### config.mk
export PLATFORM = sky130hd
export DESIGN_NAME = date_add_days_weekday
export DESIGN_NICKNAME = d
export VERILOG_FILES = /design/src/design/dadw_pkg.sv /design/src/design/dadw_mul.sv /design/src/design/date_add_days_weekday.sv
export VERILOG_INCLUDE_DIRS = /design/src /design/src/design
export SDC_FILE = /design/constraint.sdc
export NUM_CORES = 1
export LEC_CHECK = 0
export ABC_AREA = 1
export BUFFER_PORTS_ARGS = -buffer_cell sky130_fd_sc_hd__buf_2
export CAP_MARGIN = 20
export CORE_MARGIN = 1
export CORE_UTILIZATION = 45
export CTS_CLUSTER_DIAMETER = 80
export DETAILED_ROUTE_END_ITERATION = 8
export PLACE_DENSITY = 0.73
export SYNTH_ARGS = -nofsm -noshare
export SYNTH_HDL_FRONTEND = slang
export SYNTH_HIERARCHICAL = 1
export SYNTH_SLANG_ARGS = --single-unit
### constraint.sdc
create_clock -name clk -period 7.17 [get_ports clk]
set_input_delay 1.0755 -clock clk [delete_from_list [all_inputs] [get_ports clk]]
set_output_delay 1.0755 -clock clk [all_outputs]
set_load 0.03 [all_outputs]
### src/design/date_add_days_weekday_macros.svh
// Assertion macros for the date advance block.
// Expects clk and rst_n in the scope of the module that uses them.
`ifndef DATE_ADD_DAYS_WEEKDAY_MACROS_SVH
`define DATE_ADD_DAYS_WEEKDAY_MACROS_SVH

// Same-cycle implication, ignored while reset is asserted.
`define DADW_ASSERT_IMP(name, ante, cons) \
    name: assert property (@(posedge clk) disable iff (!rst_n) (ante) |-> (cons)) \
        else $error("date_add_days_weekday: same-cycle check failed");

// Next-cycle implication, ignored while reset is asserted.
`define DADW_ASSERT_NXT(name, ante, cons) \
    name: assert property (@(posedge clk) disable iff (!rst_n) (ante) |=> (cons)) \
        else $error("date_add_days_weekday: next-cycle check failed");

`endif

### src/design/dadw_pkg.sv
// Shared types, constants and calendar helpers for the date advance block.
// No dependencies.
package dadw_pkg;

    localparam int YEAR_W  = 14;
    localparam int MONTH_W = 4;
    localparam int DAY_W   = 5;
    localparam int COUNT_W = 16;
    localparam int WDAY_W  = 3;
    localparam int ACC_W   = 17;   // start day plus day count
    localparam int CENT_W  = 7;    // year / 100 for valid years
    localparam int MUL_W   = 14;
    localparam int PROD_W  = 2 * MUL_W;
    localparam int QUO7_W  = 11;   // weekday sum / 7

    localparam logic [COUNT_W-1:0] MAX_DAYS_ADD = 16'd65535;
    localparam logic [YEAR_W-1:0]  YEAR_LIMIT   = 14'd9999;

    // Reciprocal multipliers: exact over the operand ranges used here.
    localparam logic [MUL_W-1:0] DIV100_MUL   = 14'd5243;
    localparam int               DIV100_SHIFT = 19;
    localparam logic [MUL_W-1:0] DIV7_MUL     = 14'd9363;
    localparam int               DIV7_SHIFT   = 16;

    localparam logic [MONTH_W-1:0] M_JAN = 4'd1;
    localparam logic [MONTH_W-1:0] M_FEB = 4'd2;
    localparam logic [MONTH_W-1:0] M_MAR = 4'd3;
    localparam logic [MONTH_W-1:0] M_APR = 4'd4;
    localparam logic [MONTH_W-1:0] M_MAY = 4'd5;
    localparam logic [MONTH_W-1:0] M_JUN = 4'd6;
    localparam logic [MONTH_W-1:0] M_JUL = 4'd7;
    localparam logic [MONTH_W-1:0] M_AUG = 4'd8;
    localparam logic [MONTH_W-1:0] M_SEP = 4'd9;
    localparam logic [MONTH_W-1:0] M_OCT = 4'd10;
    localparam logic [MONTH_W-1:0] M_NOV = 4'd11;
    localparam logic [MONTH_W-1:0] M_DEC = 4'd12;

    localparam logic [CENT_W-1:0] LAST_IN_CENT = 7'd99;
    localparam logic [DAY_W-1:0]  FEB_SHORT    = 5'd28;
    localparam logic [DAY_W-1:0]  FEB_LONG     = 5'd29;
    localparam logic [DAY_W-1:0]  MONTH_SHORT  = 5'd30;
    localparam logic [DAY_W-1:0]  MONTH_LONG   = 5'd31;

    typedef enum logic [2:0] {
        S_IDLE,
        S_DIV,
        S_SPLIT,
        S_SUM,
        S_MUL7,
        S_FOLD,
        S_WALK,
        S_DONE
    } state_t;

    typedef struct packed {
        logic             load;
        logic [MUL_W-1:0] a;
        logic [MUL_W-1:0] b;
    } mul_req_t;

    // Leap test from year bits, year mod 100 and year / 100.
    function automatic logic is_leap(input logic [1:0] y_low,
                                     input logic [CENT_W-1:0] rem,
                                     input logic [1:0] cent_low);
        return (y_low == 2'd0) && ((rem != '0) || (cent_low == 2'd0));
    endfunction

    function automatic logic [DAY_W-1:0] month_len(input logic [MONTH_W-1:0] m,
                                                   input logic leap);
        logic [DAY_W-1:0] len;
        unique case (m) inside
            M_FEB:                      len = leap ? FEB_LONG : FEB_SHORT;
            M_APR, M_JUN, M_SEP, M_NOV: len = MONTH_SHORT;
            default:                    len = MONTH_LONG;
        endcase
        return len;
    endfunction

    // Month offsets of the weekday formula.
    function automatic logic [2:0] month_offset(input logic [MONTH_W-1:0] m);
        logic [2:0] ofs;
        unique case (m) inside
            M_JAN, M_MAY:        ofs = 3'd0;
            M_AUG:               ofs = 3'd1;
            M_MAR, M_NOV:        ofs = 3'd2;
            M_FEB, M_JUN:        ofs = 3'd3;
            M_SEP, M_DEC:        ofs = 3'd4;
            M_APR, M_JUL:        ofs = 3'd5;
            M_OCT:               ofs = 3'd6;
            default:             ofs = 3'd0;
        endcase
        return ofs;
    endfunction

    // Residue mod 7 of a 6-bit value by a short chain of subtractions.
    function automatic logic [WDAY_W-1:0] mod7_small(input logic [5:0] v);
        logic [5:0] t;
        t = v;
        if (t >= 6'd35) t = t - 6'd35;
        if (t >= 6'd28) t = t - 6'd28;
        if (t >= 6'd14) t = t - 6'd14;
        if (t >= 6'd7)  t = t - 6'd7;
        return t[WDAY_W-1:0];
    endfunction

endpackage

### src/design/dadw_mul.sv
// Shared multiplier with registered product for the date advance block.
// Depends on dadw_pkg.
module dadw_mul (
    input  logic                     clk,
    input  dadw_pkg::mul_req_t       req,
    output logic [dadw_pkg::PROD_W-1:0] prod
);
    import dadw_pkg::*;

    logic [PROD_W-1:0] prod_reg;

    always_ff @(posedge clk)
    begin
        if (req.load)
        begin
            prod_reg <= PROD_W'(req.a) * PROD_W'(req.b);
        end
    end

    assign prod = prod_reg;

endmodule

### src/design/date_add_days_weekday.sv
// Gregorian date advance with weekday. One item at a time: after a start beat
// the block runs the setup states S_DIV, S_SPLIT, S_SUM, S_MUL7 and S_FOLD (year
// split into century and remainder with the shared multiplier, date check,
// weekday base by multiply-and-fold), then S_WALK, which crosses one month
// boundary per step until the day fits or the year would pass 9999. The month
// walk takes most of the time. An invalid start date goes from S_SPLIT straight
// to S_DONE. The result beat is held in output registers until taken;
// start_ready is low meanwhile. Depends on dadw_pkg, dadw_mul and date_add_days_weekday_macros.svh.
`include "date_add_days_weekday_macros.svh"

module date_add_days_weekday (
    input  logic                          clk,
    input  logic                          rst_n,
    input  logic                          start_valid,
    output logic                          start_ready,
    input  logic [dadw_pkg::YEAR_W-1:0]   start_year,
    input  logic [dadw_pkg::MONTH_W-1:0]  start_month,
    input  logic [dadw_pkg::DAY_W-1:0]    start_day,
    input  logic [dadw_pkg::COUNT_W-1:0]  days_to_add,
    output logic                          result_valid,
    input  logic                          result_ready,
    output logic                          date_valid,
    output logic [dadw_pkg::YEAR_W-1:0]   result_year,
    output logic [dadw_pkg::MONTH_W-1:0]  result_month,
    output logic [dadw_pkg::DAY_W-1:0]    result_day,
    output logic [dadw_pkg::WDAY_W-1:0]   weekday
);
    import dadw_pkg::*;

    state_t state_reg, state_next;

    logic [YEAR_W-1:0]  y_reg, y_next;
    logic [MONTH_W-1:0] m_reg, m_next;
    logic [ACC_W-1:0]   d_reg, d_next;
    logic [COUNT_W-1:0] n_reg, n_next;
    logic [CENT_W-1:0]  c_reg, c_next;
    logic [CENT_W-1:0]  r_reg, r_next;
    logic [YEAR_W-1:0]  s_reg, s_next;
    logic [WDAY_W-1:0]  w_reg, w_next;

    logic               ok_reg, ok_next;
    logic [YEAR_W-1:0]  ry_reg, ry_next;
    logic [MONTH_W-1:0] rm_reg, rm_next;
    logic [DAY_W-1:0]   rd_reg, rd_next;
    logic [WDAY_W-1:0]  wd_reg, wd_next;

    mul_req_t          mul_req;
    logic [PROD_W-1:0] prod;

    dadw_mul u_mul (
        .clk  (clk),
        .req  (mul_req),
        .prod (prod)
    );

    // Year split from the product of y * (2^19 / 100).
    logic [CENT_W-1:0] split_c;
    logic [YEAR_W-1:0] split_hund;
    logic [CENT_W-1:0] split_r;
    logic              start_ok;

    assign split_c    = prod[DIV100_SHIFT +: CENT_W];
    assign split_hund = y_reg - YEAR_W'(split_c) * YEAR_W'(100);
    assign split_r    = split_hund[CENT_W-1:0];
    assign start_ok   = (y_reg != '0) && (y_reg <= YEAR_LIMIT)
                     && (m_reg != '0) && (m_reg <= M_DEC)
                     && (d_reg != '0)
                     && (d_reg <= ACC_W'(month_len(m_reg,
                            is_leap(y_reg[1:0], split_r, split_c[1:0]))));

    // Month walk step.
    logic [DAY_W-1:0] walk_len;
    logic             walk_fit;
    logic             walk_wrap;
    logic             walk_over;

    assign walk_len  = month_len(m_reg, is_leap(y_reg[1:0], r_reg, c_reg[1:0]));
    assign walk_fit  = (d_reg <= ACC_W'(walk_len));
    assign walk_wrap = (m_reg == M_DEC);
    assign walk_over = walk_wrap && (y_reg == YEAR_LIMIT);

    // Next state
    always_comb
    begin
        state_next = state_reg;
        unique case (state_reg)
            S_IDLE:  if (start_valid) state_next = S_DIV;
            S_DIV:   state_next = S_SPLIT;
            S_SPLIT: state_next = start_ok ? S_SUM : S_DONE;
            S_SUM:   state_next = S_MUL7;
            S_MUL7:  state_next = S_FOLD;
            S_FOLD:  state_next = S_WALK;
            S_WALK:  if (walk_fit || walk_over) state_next = S_DONE;
            S_DONE:  if (result_ready) state_next = S_IDLE;
            default: state_next = S_IDLE;
        endcase
    end

    // Handshake outputs
    always_comb
    begin
        start_ready  = (state_reg == S_IDLE);
        result_valid = (state_reg == S_DONE);
    end

    // Datapath
    always_comb
    begin
        logic [YEAR_W-1:0] yy;
        logic [CENT_W-1:0] cp;
        logic [QUO7_W-1:0] q7;
        logic [YEAR_W-1:0] fold;
        logic [DAY_W-1:0]  len_ofs;
        logic [WDAY_W:0]   w_sum;

        y_next  = y_reg;
        m_next  = m_reg;
        d_next  = d_reg;
        n_next  = n_reg;
        c_next  = c_reg;
        r_next  = r_reg;
        s_next  = s_reg;
        w_next  = w_reg;
        ok_next = ok_reg;
        ry_next = ry_reg;
        rm_next = rm_reg;
        rd_next = rd_reg;
        wd_next = wd_reg;
        mul_req = '{load: 1'b0, a: y_reg, b: DIV100_MUL};

        yy      = y_reg;
        cp      = c_reg;
        q7      = prod[DIV7_SHIFT +: QUO7_W];
        fold    = s_reg - YEAR_W'(q7) * YEAR_W'(7);
        len_ofs = walk_len - FEB_SHORT;
        w_sum   = {1'b0, w_reg} + len_ofs[WDAY_W:0];

        case (state_reg)
            S_IDLE:
            begin
                y_next = start_year;
                m_next = start_month;
                d_next = ACC_W'(start_day);
                n_next = (days_to_add > MAX_DAYS_ADD) ? MAX_DAYS_ADD : days_to_add;
            end
            S_DIV:
            begin
                mul_req = '{load: 1'b1, a: y_reg, b: DIV100_MUL};
            end
            S_SPLIT:
            begin
                c_next = split_c;
                r_next = split_r;
                if (!start_ok)
                begin
                    ok_next = 1'b0;
                    ry_next = '0;
                    rm_next = '0;
                    rd_next = '0;
                    wd_next = '0;
                end
            end
            S_SUM:
            begin
                // Weekday base of day zero of the start month.
                if (m_reg < M_MAR)
                begin
                    yy = y_reg - YEAR_W'(1);
                    if (r_reg == '0)
                    begin
                        cp = c_reg - CENT_W'(1);
                    end
                end
                s_next = yy + (yy >> 2) - YEAR_W'(cp) + YEAR_W'(cp >> 2)
                       + YEAR_W'(month_offset(m_reg));
            end
            S_MUL7:
            begin
                mul_req = '{load: 1'b1, a: s_reg, b: DIV7_MUL};
            end
            S_FOLD:
            begin
                w_next = fold[WDAY_W-1:0];
                d_next = d_reg + ACC_W'(n_reg);
            end
            S_WALK:
            begin
                if (walk_fit)
                begin
                    ok_next = 1'b1;
                    ry_next = y_reg;
                    rm_next = m_reg;
                    rd_next = d_reg[DAY_W-1:0];
                    wd_next = mod7_small(6'(w_reg) + 6'(d_reg[DAY_W-1:0]));
                end
                else if (walk_over)
                begin
                    ok_next = 1'b0;
                    ry_next = '0;
                    rm_next = '0;
                    rd_next = '0;
                    wd_next = '0;
                end
                else
                begin
                    // Advance to the next month; day zero moves by its length.
                    d_next = d_reg - ACC_W'(walk_len);
                    w_next = (w_sum >= 4'd7) ? WDAY_W'(w_sum - 4'd7) : w_sum[WDAY_W-1:0];
                    if (walk_wrap)
                    begin
                        m_next = M_JAN;
                        y_next = y_reg + YEAR_W'(1);
                        if (r_reg == LAST_IN_CENT)
                        begin
                            r_next = '0;
                            c_next = c_reg + CENT_W'(1);
                        end
                        else
                        begin
                            r_next = r_reg + CENT_W'(1);
                        end
                    end
                    else
                    begin
                        m_next = m_reg + MONTH_W'(1);
                    end
                end
            end
            default:
            begin
            end
        endcase
    end

    always_ff @(posedge clk or negedge rst_n)
    begin
        if (!rst_n)
        begin
            state_reg <= S_IDLE;
        end
        else
        begin
            state_reg <= state_next;
        end
    end

    always_ff @(posedge clk)
    begin
        y_reg  <= y_next;
        m_reg  <= m_next;
        d_reg  <= d_next;
        n_reg  <= n_next;
        c_reg  <= c_next;
        r_reg  <= r_next;
        s_reg  <= s_next;
        w_reg  <= w_next;
        ok_reg <= ok_next;
        ry_reg <= ry_next;
        rm_reg <= rm_next;
        rd_reg <= rd_next;
        wd_reg <= wd_next;
    end

    assign date_valid   = ok_reg;
    assign result_year  = ry_reg;
    assign result_month = rm_reg;
    assign result_day   = rd_reg;
    assign weekday      = wd_reg;

    logic good_fields;
    logic zero_fields;

    assign good_fields = (result_month != '0) && (result_month <= M_DEC)
                      && (result_day != '0) && (weekday <= 3'd6)
                      && (result_year != '0);
    assign zero_fields = (result_year == '0) && (result_month == '0)
                      && (result_day == '0) && (weekday == '0);

    `DADW_ASSERT_IMP(a_one_side, result_valid, !start_ready)
    `DADW_ASSERT_NXT(a_busy_after_start, start_valid && start_ready, !start_ready)
    `DADW_ASSERT_IMP(a_good_fields, result_valid && date_valid, good_fields)
    `DADW_ASSERT_IMP(a_bad_fields, result_valid && !date_valid, zero_fields)

endmodule
==> results, run 1 <==
- The flow ran to the end, and the final reports show no timing, DRC or antenna violations.
- Synthesis produced a netlist whose cell count is 2025.
- Setup repair after global routing left no endpoint under its margin.
- The DRC violation count after routing is 0.
- The total of warnings raised by yosys is 6.
- The worst setup path is of the flip-flop to flip-flop kind.
- The die is about 190 um wide.
- The final route contains 13050 vias.
- The class of the tightest hold or removal check is input port to asynchronous set/reset pin.
- After detailed routing, the number of vias per cell comes to 5.011.
- The H-tree level count is 4.
- Global routing used about 22% of the available tracks across all layers.
- The floorplan has 68 rows.
- Detailed placement ended at an HPWL of 30180 um.
- The worst register-to-register path has a setup slack of just over 0.7 ns.
- The number of DRC markers after the initial detailed-route iteration is 859.
- The final-report max-slew violation count is 0.
- The kind of start point of the critical path is a flip-flop.
- The master of the slowest instance on the critical path is fa_1.
- Subtracting the final worst setup slack from the clock period gives about 6.5 ns.
- The number of buffers on the longest clock path is 2.
- The number of violations of the max-capacitance limit is 0.
- The initial utilization of the core area, before any placement, comes to roughly 46%.
- The final setup skew is 0.01059 ns.
- Static timing analysis puts the maximum clock frequency at 0.1548 GHz.
- For the worst setup path, the data required time is about 7.4 ns.
- The worst setup path is captured at a flip-flop.
- The count of pins on the block boundary is 72.
- The final standard cell area without fillers is 17810 um2.
- The synthesized netlist occupies a cell area of 16040 um2.
- Fill cells in the final layout number around 3200.
- In this run the worst path has a maximum fanout of 19.
- The cell depth of the worst flop-to-flop path is 27.
- In this run the mean area of a mapped cell was a little under 8 um2.
- Buffers placed on the I/O ports in this run total between 70 and 80.
- The final wirelength is between 30000 and 40000 um.
- The aggregate negative setup slack is 0 ns.
- The post-CTS repair timing setup buffer count is 0.
- Relative to the synthesized area, the layout overhead comes to 11.02%.
- The clock transition at the register clock pins on the worst setup and hold paths after CTS is around 0.06 ns.
- The final-report hold violation count came to 0.
- The arrival time reported for the critical path endpoint is about 6.6 ns.
- In this run the critical register-to-register path is captured at u_mul/prod[25].
- For this run the aggregate overflow at the end of global routing stands at 0.
- The part of the cycle the worst path needs is between 90% and 100%.
- The total number of clock tree sinks is around 120.
- The count of instances resized after the clock tree is built is 0.
- The floorplan step defined a die boundary enclosing 36410 um2.
- The maximum number of pins on one net before global-route repair is about 50.
- The critical path starts at state_reg[2].
- Setup violations remaining at the end of the flow were counted as 0.
- The slew at the pin with the worst max-slew slack is 0.9779 ns.
- Clock latency on the worst-skew pair, taken at its later pin, is ~0.43 ns.
- The register with the most flip-flops in the layout has 17 of them.
- The wire length of the first global-routing pass is between 60000 and 70000 um.
- The final estimated routing congestion in global placement is between 0.8 and 0.9.
- For this design, the CTS-stage hold fixing added 0 buffers.
- The post-route antenna net violation count is 0.
- The detail-routed net length per standard cell is 14.35 um.
- The number of clock buffers added by TritonCTS is 17.
- The post-layout net count is between 2000 and 3000.
- The CTS tree is yes.
- The critical path's largest stage delay is 0.53 ns.
- The diode insertion count for antenna repair is 0.
- After floorplanning, the core was sized to cover between 30000 and 40000 um2.
- Once placement finished, the instance area stood at around 17000 um2.
- The vertical die dimension is around 190 um.
- Among the stages of the critical path, the cell type that occurs most often is inv_1.
- The number of antenna violations at the first check in global routing is 0.
- The master cell of the clock root buffer is clkbuf_16.
- The headroom to the max-slew limit is 34.56%.
- The first-pass iteration count of the detailed router is 5.
- In the final layout, the share of cells above drive strength 1 is a little under a tenth.
- The via count of the first global-routing pass is between 10000 and 15000.
- The startpoint of the most critical register-to-register path is state_reg[2].
==> cells in the final DEF, fill, tap and decap left out, types with 18 or more instances in the layout <==
| master | instances |
|---|---|
| inv_1 | 483 |
| nand3_1 | 66 |
| conb_1 | 39 |
| buf_4 | 26 |
| edfxtp_1 | 119 |
| o21ai_0 | 73 |
| nand2_2 | 18 |
| nand2_1 | 500 |
| buf_2 | 72 |
| nor2_1 | 115 |
| ha_1 | 172 |
| a21oi_1 | 55 |
| fa_1 | 160 |
| nand4_1 | 18 |
| xor2_1 | 58 |
==> per-layer routing <==
metal  vias to the layer above  global-route usage [%]  wire length (um)
li1                       6409                       -                 -
met2                       383                   39.40             18800
met3                        75                   2.816              1941
met1                      6186                   26.77             15640
met4                         0                   8.000              1000
met5                         -                       0                 0
==> critical path, delay by kind of cell (launching register included) <==
kind / cells / cell delay, ns
and+or+nand+nor: 9 / 1.26
AOI/OAI and AO/OA: 1 / 0.11
DFF: 1 / 0.43
adders and majority gates: 7 / 3.38
buffers and inverters: 10 / 1.04
==> worst max path at each step <==
stage,end,slack (ns),cells past startpoint
2_1_floorplan,u_mul/prod[24],1.13,26
3_3_place_gp,u_mul/prod[25],0.60,24
3_5_place_dp,u_mul/prod[25],0.71,25
4_1_cts,u_mul/prod[25],0.69,25
5_1_grt,u_mul/prod[25],0.31,28
6_report,u_mul/prod[25],0.71,27
==> per-stage QoR <==
stage	worst slack, ns	utilization (%)	hold WS, ns	std cells
6_report	0.7081	51.18	0.4530	2605
5_1_grt	0.3143	51.18	0.4450	2605
4_1_cts	0.6874	51.03	0.4375	2600
3_5_place_dp	0.7136	49.28	0.5762	2568
3_3_place_gp	0.6002	49.26	0.5727	2567
2_1_floorplan	1.129	-	0.5000	2062
==> final cells by class <==
cell class / count / area [um2] / share of cell area [%]
multi-input cells: 1405 / 10530 / 59.14
flip-flops and latches: 122 / 3649 / 20.48
inverters: 489 / 1836 / 10.31
repair buffers: 102 / 615.6 / 3.456
well taps: 455 / 569.3 / 3.196
clock buffers: 19 / 432.9 / 2.431
clock inverters: 13 / 176.4 / 0.9905
Power of run 1 is not shown: default switching activity piles up to over one toggle a cycle in this logic, so the estimate is an artifact.
==> run 2, diff against run 1 <==
--- a/config.mk
+++ b/config.mk
@@ -14,5 +14,5 @@
 export CTS_CLUSTER_DIAMETER = 80
 export DETAILED_ROUTE_END_ITERATION = 8
-export PLACE_DENSITY = 0.73
+export PLACE_DENSITY_LB_ADDON = 0.08
 export SYNTH_ARGS = -nofsm -noshare
 export SYNTH_HDL_FRONTEND = slang
==> constraint.sdc (replaced) <==
create_clock -name clk -period 7.17 [get_ports clk]
set_input_delay 0.3585 -clock clk [delete_from_list [all_inputs] [get_ports clk]]
set_output_delay 0.3585 -clock clk [all_outputs]
set_load 0.03 [all_outputs]
==> results, run 2 (synthesis gave the netlist of run 1 again) <==
- The run finished with clean final reports.
- The clock tree synthesis step divided the H-tree into 4 levels.
- The register with the most flip-flops in the layout has 17 of them.
- Data on the critical path arrives at its endpoint at roughly 6.8 ns.
- The area growth from synthesis to layout is 10.83%.
- The slew at the pin with the worst max-slew slack is approximately 1 ns.
- In this run the vertical extent of the chip is approximately 190 um.
- Summed over all nets, the half-perimeter wirelength after detailed placement is between 30000 and 40000 um.
- In the final timing run, aggregate negative setup slack is 0 ns.
- The total vias in the final route is 12780.
- After clock tree synthesis, the clock-pin slew on the worst setup and hold paths is about 0.060 ns.
- Setup violations remaining at the end of the flow were counted as 0.
- During I/O placement, the number of pins put on the boundary was around 70.
- The highest achievable clock rate is 0.1509 GHz.
- The required time reported for the critical path endpoint is roughly 7.4 ns.
- The maximum fanout encountered on the critical timing path is 23.
- The headroom to the max-slew limit is 33.78%.
- The maximum number of pins on one net before global-route repair is 49.
- The cell depth of the worst flop-to-flop path is 26.
- Fill cells in the final layout number 3400.
- The clock network latency to the later pin of the worst-skew pair is ~0.43 ns.
- The final critical path time including I/O delays and setup is 6.628 ns.
- The CTS tree is yes.
- The clock drives roughly 120 sinks.
- In this run, CTS created clock tree buffers numbering 17.
- The post-CTS repair timing setup buffer count is 0.
- The number of antenna violations at the first check in global routing is 1.
- For this run, the share of the core covered by cells in the final layout is about half.
- The cell row count is roughly 70.
- The total global-route track usage is 22.77%.
- The kind of start point of the critical path is a flip-flop.
- The worst hold path cell count is 1.
- No sink is reached through more buffers than the 2 on the longest clock path.
- After detailed routing, the number of vias per cell comes to roughly 4.9.
- In the layout the commonest cells are nand2_1 (500), inv_1 (483), ha_1 (172).
- The master cell of the clock root buffer is clkbuf_16.
- For the final database, setup skew stands at 0.01127 ns.
- The proportion of layout cells with a drive suffix above 1 is roughly 8.9%.
- The number of port buffers is between 70 and 80.
- The via count of the first global-routing pass is approximately 13000.
- The setup path with the least slack is of type flip-flop to flip-flop.
- The leading cell type in the layout, fill and taps excluded is nand2_1.
- Hold is met by slightly below 0.1 ns.
- The area of the multi-input gates is approximately 11000 um2.
- The final layout contains 2510 nets.
- The final-report max-slew violation count is 0.
- The part of the cycle the worst path needs is just over 90%.
- The die outline width is 190.8 um.
- The final-report hold violation count is 0.
- The number of violations of the max-capacitance limit is 0.
- The final wirelength is about 39000 um.
- STA classifies the critical path endpoint as a flip-flop.
- The DRC violation count after routing is 0.
- In this run, the number of DRC markers left after iteration 0 of detailed routing was around 570.
- After detailed routing, the average wire length per cell comes to 14.87 um.
- The sequential cells in the finished layout cover a total of 3649 um2.
- The diode insertion count for antenna repair is 0.
- The first global-routing pass estimated 64830 um of wire.
- The residual overflow from global routing is 0.
- The class of the tightest hold or removal check is input port to flip-flop.
- For this run, the detailed router's first-pass iteration total came to 5.
- In this run the standard cell core region covers approximately 35000 um2.
- Setup repair after global routing left no endpoint under its margin.
- The effective utilization at floorplan is a little under half.
- The detail route stage leaves a number of antenna-violating nets equal to 0.
- The die covers 36410 um2.
- The final estimated routing congestion in global placement is between 0.8 and 0.9.
run 2: critical path, cell delays in order (launching register included):
cell	delay (ns)
dfrtp_1	0.42
inv_1	0.17
nor2_4	0.46
o21ai_1	0.41
buf_4	0.31
nand2_1	0.07
inv_1	0.05
fa_1	0.53
inv_1	0.06
fa_1	0.54
inv_1	0.06
fa_1	0.51
inv_1	0.05
fa_1	0.48
inv_1	0.06
fa_1	0.53
inv_1	0.06
fa_1	0.53
inv_1	0.04
ha_1	0.33
nand2_2	0.12
nor2_1	0.20
nand2_1	0.10
nor2_1	0.11
nand2_1	0.07
nand4_1	0.07
nand2_1	0.05
run 2: layout make-up:
| cell class | instances | share of cell area [%] |
|---|---|---|
| clock inverters | 14 | 0.9641 |
| inverters | 489 | 10.32 |
| multi-input cells | 1405 | 59.24 |
| repair buffers | 100 | 3.336 |
| flip-flops and latches | 122 | 20.52 |
| clock buffers | 18 | 2.414 |
| well taps | 455 | 3.202 |
run 2: repair_timing:
item	CTS	global route
endpoints found under the hold margin	3	0
resized for setup	0	0
hold buffers	1	0
run 2: path summary, 6_finish.rpt:
kind                           startpoint  slack (ns)        endpoint
setup / recovery             state_reg[2]        0.54  u_mul/prod[25]
hold / removal             days_to_add[9]         0.1        n_reg[9]
setup reg to reg             state_reg[2]        0.54  u_mul/prod[25]
hold reg to reg              state_reg[2]        0.61    state_reg[2]
max in group asynchronous           rst_n        6.77    state_reg[0]
min in group asynchronous           rst_n        0.26    state_reg[2]
run 2: metrics by stage:
| stage | area (um2) | worst slack, ns | cells |
|---|---|---|---|
| 5_1_grt | 17780 | 0.06385 | 2603 |
| 2_1_floorplan | 16180 | 1.129 | 2062 |
| 3_5_place_dp | 17160 | 0.5842 | 2568 |
| 3_3_place_gp | 17130 | 0.5937 | 2567 |
| 6_report | 17780 | 0.5417 | 2603 |
| 4_1_cts | 17770 | 0.5283 | 2601 |
run 2: per-layer routing:
metal  track usage [%]  wire length (um)  vias to the layer above
met2             38.64             18360                      221
li1                  -                 -                     6417
met3             2.503              1245                       40
met4             6.154               676                        2
met5                 0                13                        -
met1             30.64             18430                     6103
Power of run 2 is left out for the same reason.
